[config.mk]
export PLATFORM = sky130hd
export DESIGN_NAME = rmge_ctrl
export DESIGN_NICKNAME = d
export VERILOG_FILES = /design/src/sv/rmge_pkg.sv /design/src/sv/rmge_ctrl.sv
export SDC_FILE = /design/constraint.sdc
export NUM_CORES = 1
export LEC_CHECK = 0
export ABC_AREA = 1
export BUFFER_PORTS_ARGS = -buffer_cell sky130_fd_sc_hd__buf_2
export CORE_MARGIN = 2
export CORE_UTILIZATION = 44
export DETAILED_ROUTE_END_ITERATION = 8
export GPL_TIMING_DRIVEN = 0
export PLACE_DENSITY = 0.9
export SYNTH_ARGS = -nofsm -noshare
export SYNTH_HDL_FRONTEND = slang
export SYNTH_SLANG_ARGS = --single-unit
[constraint.sdc]
create_clock -name clk -period 1.2 [get_ports clk]
set_input_delay 0.06 -clock clk [delete_from_list [all_inputs] [get_ports clk]]
set_output_delay 0.06 -clock clk [all_outputs]
set_load 0.02 [all_outputs]
[src/sv/rmge_pkg.sv]
// Shared types and constants for the reachable maximum graph engine.
package rmge_pkg;

  localparam int NODES_DEF = 512;
  localparam int MEMBER_W  = 9;
  localparam int TIME_W    = 16;
  localparam int ACTION_W  = 2;

  typedef enum logic [1:0] {
    ACT_LOAD  = 2'd0,
    ACT_ADD   = 2'd1,
    ACT_SWAP  = 2'd2,
    ACT_QUERY = 2'd3
  } act_t;

  typedef enum logic [1:0] {
    ADR_CNT = 2'd0,
    ADR_A   = 2'd1,
    ADR_B   = 2'd2
  } adr_sel_t;

  typedef enum logic [2:0] {
    WD_ZERO    = 3'd0,
    WD_ADD     = 3'd1,
    WD_RDATA   = 3'd2,
    WD_TMP     = 3'd3,
    WD_COLSWAP = 3'd4
  } wd_sel_t;

  typedef enum logic [3:0] {
    ST_CLEAR,
    ST_IDLE,
    ST_DISPATCH,
    ST_ADD_WR,
    ST_SW_RB,
    ST_SW_WA,
    ST_SW_WB,
    ST_SW_CRD,
    ST_SW_CWR,
    ST_Q_RD,
    ST_Q_UP,
    ST_V_RD,
    ST_V_UP,
    ST_DONE
  } state_t;

  typedef struct packed {
    logic     capture;
    logic     cnt_clr;
    logic     cnt_inc;
    logic     mat_we;
    adr_sel_t mat_wa_sel;
    adr_sel_t mat_ra_sel;
    wd_sel_t  mat_wd_sel;
    logic     tmp_ld;
    logic     val_we;
    logic     q_init;
    logic     r_update;
    logic     chg_clr;
    logic     v_update;
  } cmd_t;

  typedef struct packed {
    act_t act;
    logic a_ok;
    logic b_ok;
    logic same;
    logic cnt_last;
    logic changed;
  } stat_t;

endpackage

[src/sv/rmge_ctrl.sv]
// Controller state machine sequencing every action over the datapath.
module rmge_ctrl (
  input  logic            clk,
  input  logic            rst,
  input  logic            start,
  input  rmge_pkg::stat_t stat,
  output rmge_pkg::cmd_t  cmd,
  output logic            busy,
  output logic            done
);

  rmge_pkg::state_t state, state_next;

  always_ff @(posedge clk) begin
    if (rst) begin
      state <= rmge_pkg::ST_CLEAR;
    end else begin
      state <= state_next;
    end
  end

  always_comb begin
    cmd        = '0;
    state_next = state;
    busy       = 1'b1;
    done       = 1'b0;
    unique case (state)
      rmge_pkg::ST_CLEAR: begin
        cmd.mat_we     = 1'b1;
        cmd.mat_wd_sel = rmge_pkg::WD_ZERO;
        cmd.cnt_inc    = 1'b1;
        if (stat.cnt_last) begin
          cmd.cnt_clr = 1'b1;
          state_next  = rmge_pkg::ST_IDLE;
        end
      end
      rmge_pkg::ST_IDLE: begin
        busy = 1'b0;
        if (start) begin
          cmd.capture = 1'b1;
          state_next  = rmge_pkg::ST_DISPATCH;
        end
      end
      rmge_pkg::ST_DISPATCH: begin
        unique case (stat.act)
          rmge_pkg::ACT_LOAD: begin
            cmd.val_we = stat.a_ok;
            state_next = rmge_pkg::ST_IDLE;
          end
          rmge_pkg::ACT_ADD: begin
            cmd.mat_ra_sel = rmge_pkg::ADR_B;
            state_next = (stat.a_ok && stat.b_ok) ? rmge_pkg::ST_ADD_WR : rmge_pkg::ST_IDLE;
          end
          rmge_pkg::ACT_SWAP: begin
            cmd.mat_ra_sel = rmge_pkg::ADR_A;
            state_next = (stat.a_ok && stat.b_ok && !stat.same) ?
                         rmge_pkg::ST_SW_RB : rmge_pkg::ST_IDLE;
          end
          default: begin
            cmd.q_init  = 1'b1;
            cmd.cnt_clr = 1'b1;
            state_next  = stat.a_ok ? rmge_pkg::ST_Q_RD : rmge_pkg::ST_DONE;
          end
        endcase
      end
      rmge_pkg::ST_ADD_WR: begin
        cmd.mat_we     = 1'b1;
        cmd.mat_wa_sel = rmge_pkg::ADR_B;
        cmd.mat_wd_sel = rmge_pkg::WD_ADD;
        state_next     = rmge_pkg::ST_IDLE;
      end
      rmge_pkg::ST_SW_RB: begin
        cmd.tmp_ld     = 1'b1;
        cmd.mat_ra_sel = rmge_pkg::ADR_B;
        state_next     = rmge_pkg::ST_SW_WA;
      end
      rmge_pkg::ST_SW_WA: begin
        cmd.mat_we     = 1'b1;
        cmd.mat_wa_sel = rmge_pkg::ADR_A;
        cmd.mat_wd_sel = rmge_pkg::WD_RDATA;
        state_next     = rmge_pkg::ST_SW_WB;
      end
      rmge_pkg::ST_SW_WB: begin
        cmd.mat_we     = 1'b1;
        cmd.mat_wa_sel = rmge_pkg::ADR_B;
        cmd.mat_wd_sel = rmge_pkg::WD_TMP;
        cmd.cnt_clr    = 1'b1;
        state_next     = rmge_pkg::ST_SW_CRD;
      end
      rmge_pkg::ST_SW_CRD: begin
        state_next = rmge_pkg::ST_SW_CWR;
      end
      rmge_pkg::ST_SW_CWR: begin
        cmd.mat_we     = 1'b1;
        cmd.mat_wd_sel = rmge_pkg::WD_COLSWAP;
        if (stat.cnt_last) begin
          cmd.cnt_clr = 1'b1;
          state_next  = rmge_pkg::ST_IDLE;
        end else begin
          cmd.cnt_inc = 1'b1;
          state_next  = rmge_pkg::ST_SW_CRD;
        end
      end
      rmge_pkg::ST_Q_RD: begin
        state_next = rmge_pkg::ST_Q_UP;
      end
      rmge_pkg::ST_Q_UP: begin
        cmd.r_update = 1'b1;
        if (stat.cnt_last) begin
          cmd.cnt_clr = 1'b1;
          cmd.chg_clr = 1'b1;
          // repeat the sweep while it still grows the reach set
          state_next  = stat.changed ? rmge_pkg::ST_Q_RD : rmge_pkg::ST_V_RD;
        end else begin
          cmd.cnt_inc = 1'b1;
          state_next  = rmge_pkg::ST_Q_RD;
        end
      end
      rmge_pkg::ST_V_RD: begin
        state_next = rmge_pkg::ST_V_UP;
      end
      rmge_pkg::ST_V_UP: begin
        cmd.v_update = 1'b1;
        if (stat.cnt_last) begin
          cmd.cnt_clr = 1'b1;
          state_next  = rmge_pkg::ST_DONE;
        end else begin
          cmd.cnt_inc = 1'b1;
          state_next  = rmge_pkg::ST_V_RD;
        end
      end
      default: begin
        done       = 1'b1;
        state_next = rmge_pkg::ST_IDLE;
      end
    endcase
  end

endmodule

==> results by group <==
STA
  • Min cycle time layout: 1.35 ns
  • Post-Route Setup TNS: -1.74 ns
  • Peak Freq: 741 MHz
  • Fin. max-slew vios: 0
  • RSZ-0062 raised after global routing: true
  • Smallest setup slack after layout: -0.150 ns
  • Fin crit share: 112%
  • Relative slew margins: 83.3%
  • Post-route clock skew: about 0.0022 ns
  • Setup violation total in the final timing report: 21
  • Final hold slack: between 0.01 and 0.015 ns
  • Number of hold violations in the final report: 0
  • Slew @ Worst Pin: 0.250 ns

Synthesis
  • Number of synthesized register bits: 4
  • Mean instance size in the synthesized netlist: ~5.2 um2
  • Fraction of synthesis flops using an asynchronous set or reset pin: 0%
  • Top-count cell post-synth: sky130_fd_sc_hd__nand2_1
  • Top cells by area, synth: sky130_fd_sc_hd__nand2_1 22%, sky130_fd_sc_hd__dfxtp_1 14%, sky130_fd_sc_hd__inv_1 12%, sky130_fd_sc_hd__nor2_1 12%, sky130_fd_sc_hd__nand3_1 7.9%
  • Sequential element share of the synthesized area: around 14%
  • Cell accounting for the most synthesized area: sky130_fd_sc_hd__nand2_1
  • Number of different library cells in the post-synthesis netlist: 16
  • Synthesized area: between 500 and 600 um2
  • Area fraction of the dominant cell type after synthesis: 21.6%
  • Number of synthesized flops with an enable pin: 0
  • Most frequent cells after synthesis: 33 x sky130_fd_sc_hd__nand2_1, 19 x sky130_fd_sc_hd__inv_1, 19 x sky130_fd_sc_hd__nor2_1, 9 x sky130_fd_sc_hd__nand3_1
  • Total nets after synthesis: roughly 120
  • Leading register cell type out of synthesis: sky130_fd_sc_hd__dfxtp_1
  • Synth warnings: 0
  • Number of standard cells after synthesis: 111

Clock network
  • Number of buffers added to fix hold violations after cts: 0
  • Root Buffer: sky130_fd_sc_hd__clkbuf_4
  • Clock Tree Buf Depth: 2
  • Clock transition at the registers of the reported paths: ~0.030 ns
  • CTS HTree Levels: 1
  • Sink Count: 4
  • Number of buffers inserted during clock tree synthesis: 3
  • Clock latency on the worst-skew pair: ~0.24 ns
  • Clock tree from TritonCTS: yes

Final layout
  • Post-layout instance count excluding filler cells: 168
  • Register with the most flip-flops: state
  • Flip-flop count of the largest register after layout: 4
  • Total number of nets in the final design: approximately 170
  • Area Overhead vs Synth: 77.1%
  • Post-layout instance area: 1010 um2
  • Ratio of cells with drive above 1 in the final layout: 52.9%
  • Registers with the highest flip-flop counts: state: 4 flops
  • Diode count: 0

Floorplan
  • Initial core utilization: 45.8%
  • Number of ports placed on the die boundary: 29
  • Die Height: 40.1 um
  • Placeable Area: 1250 um2
  • Die Footprint: about 1600 um2
  • Die width: 40.1 um
  • Floorplan row count: 13

Routing
  • Antenna violation net count after detailed routing: 0
  • DRC violations left: 0
  • Detailed-route via count: between 800 and 900
  • Via density: 5.24
  • Total wire length after detailed routing: 2.15 mm
  • Average routed wire per standard cell: 12.8 um
  • DRT Pass-1 Iters: 4
  • Initial DRC count: 33

Critical path
  • Highest fanout seen on the critical path: 6
  • End of the worst register-to-register path: state[0]
  • Slowest cell on crit path: sky130_fd_sc_hd__dfxtp_4
  • Largest delay share family, worst path: simple AND/OR/NAND/NOR gates
  • Critical path cell sequence: nor2_4, inv_2, nor2_4, nand2_1, nand2_1, buf_6
  • R2R Path Start: state[3]
  • Worst setup path class: reg -> out
  • Sum of buffers and inverters on the critical path: 2
  • Crit path DAT: 1.29 ns
  • Largest incremental delay on the critical path: 0.38 ns
  • Required time of the critical path: 1.14 ns
  • Critical path capture point type: primary output
  • Number of cells on the worst reg-to-reg path: 8
  • Sort of element at the start of the critical path: flip-flop
  • Origin of the worst setup path: state[3]
  • R2r setup slk: -0.08 ns

Placement
  • Global placement routability congestion: between 0.8 and 0.9
  • Placed instance area: 752 um2
  • DP HPWL: 1.29 mm
  • I/O Buffers: 28
  • Total instance count after detailed placement: 154

Worst hold path
  • Class of the tightest hold or removal check: in -> reg
  • Hold Crit Endpoint: state[3]
  • Worst Min Path Start: rst
  • Worst hold path stage count: 2

Power and ir drop
  • VDD IR-drop max: 598 uV
  • Leak Pwr: 0.566 nW
  • Total power consumption of the routed design: 0.000606 W
  • Pwr Density: 597 nW/um2

Global route
  • Wire length of the first global-routing pass: 3.00 mm
  • Total global routing overflow: 0
  • Maximum number of pins on one net before global-route repair: 8
  • Initial antenna violation count: 0
  • Global-route total usage across every layer: 27.2%
  • Via count of the first global-routing pass: 791

Outcome
  • Failing checks: negative setup slack
  • Result of the run: finished, violations left

Flow run
  • Reported max-cap violation count: 0
[how the worst max path moves through the flow]
stage,endpoint,slack [ns],cells past startpoint
6_report,cmd[10],-0.15,6
5_1_grt,cmd[12],-0.20,5
4_1_cts,cmd[15],-0.11,8
3_5_place_dp,cmd[15],-0.06,8
3_3_place_gp,cmd[15],-0.03,8
2_1_floorplan,cmd[11],0.001,4
[cells in the final DEF, fill, tap and decap left out]
cell | synthesis | routed
sky130_fd_sc_hd__inv_1 | 19 | 13
sky130_fd_sc_hd__o21ai_0 | 2 | 2
sky130_fd_sc_hd__clkbuf_4 | 0 | 3
sky130_fd_sc_hd__nor3_2 | 0 | 2
sky130_fd_sc_hd__nand3_2 | 2 | 2
sky130_fd_sc_hd__buf_4 | 0 | 14
sky130_fd_sc_hd__nand2_4 | 0 | 2
sky130_fd_sc_hd__a21oi_1 | 4 | 4
sky130_fd_sc_hd__nor2_4 | 4 | 8
sky130_fd_sc_hd__inv_4 | 0 | 2
sky130_fd_sc_hd__nand2_1 | 33 | 28
sky130_fd_sc_hd__buf_2 | 0 | 14
sky130_fd_sc_hd__nand3_4 | 0 | 1
sky130_fd_sc_hd__nand3b_1 | 3 | 3
sky130_fd_sc_hd__nand3_1 | 9 | 8
sky130_fd_sc_hd__nor2_1 | 19 | 14
sky130_fd_sc_hd__nand2_2 | 1 | 4
sky130_fd_sc_hd__buf_6 | 0 | 10
sky130_fd_sc_hd__inv_6 | 0 | 1
sky130_fd_sc_hd__o21ai_2 | 1 | 2
sky130_fd_sc_hd__dfxtp_4 | 0 | 4
sky130_fd_sc_hd__inv_2 | 4 | 7
sky130_fd_sc_hd__nor2_2 | 3 | 5
[report_power, final]
part / switching, W / leakage (nW) / internal (W)
sequential: 0.0000193 / 0.0355 / 0.000135
combinational: 0.000164 / 0.516 / 0.000122
clock: 0.0000540 / 0.0138 / 0.000112
total: 0.000237 / 0.566 / 0.000368
[stage by stage]
stage                     setup WS (ns)  util [%]
after CTS                        -0.107      74.5
after global routing             -0.203      81.0
after global placement          -0.0287      60.0
after detailed placement        -0.0584      60.0
after floorplan                 0.00116         -
final                            -0.150      81.0
[what timing repair did]
action                                  4_1_cts  5_1_grt
pin swaps                                    10        9
endpoints found under the setup margin       18       22
gates cloned                                  1        0
hold endpoints to repair                      0        0
setup buffers                                 8        2
gates resized for setup                      35       21
[layout make-up]
cell class                 count  area (um2)
clock buffer                   3        22.5
fill                          79         238
inverter                      23        96.3
multi-input combinational     85         494
sequential                     4        95.1
tap                           15        18.8
timing repair buffer          38         288
[layer usage]
layer,track usage [%],part of all wire (%),vias up
met1,30.5,42,405
met5,0,0,-
met4,16.4,2.4,0
met2,50.4,50,43
li1,-,-,427
met3,0.556,5.3,6
[worst register-to-register path, delay by kind of cell (launching register included)]
kind | cells | cell delay, ns
AND/OR/NAND/NOR | 4 | 0.48
AO/OA/AOI/OAI | 1 | 0.12
flip-flops | 1 | 0.38
buffers and inverters | 3 | 0.22
[kinds of logic (layout without fill, tap and decap cells)]
group | after synthesis | in the layout | synth area share, %
AO/OA/AOI/OAI | 8 | 8 | 7.64
buffers and inverters | 23 | 64 | 15.1
flip-flops | 4 | 4 | 14.0
AND/OR/NAND/NOR | 76 | 77 | 63.3
(Power assumes the default switching activity.)
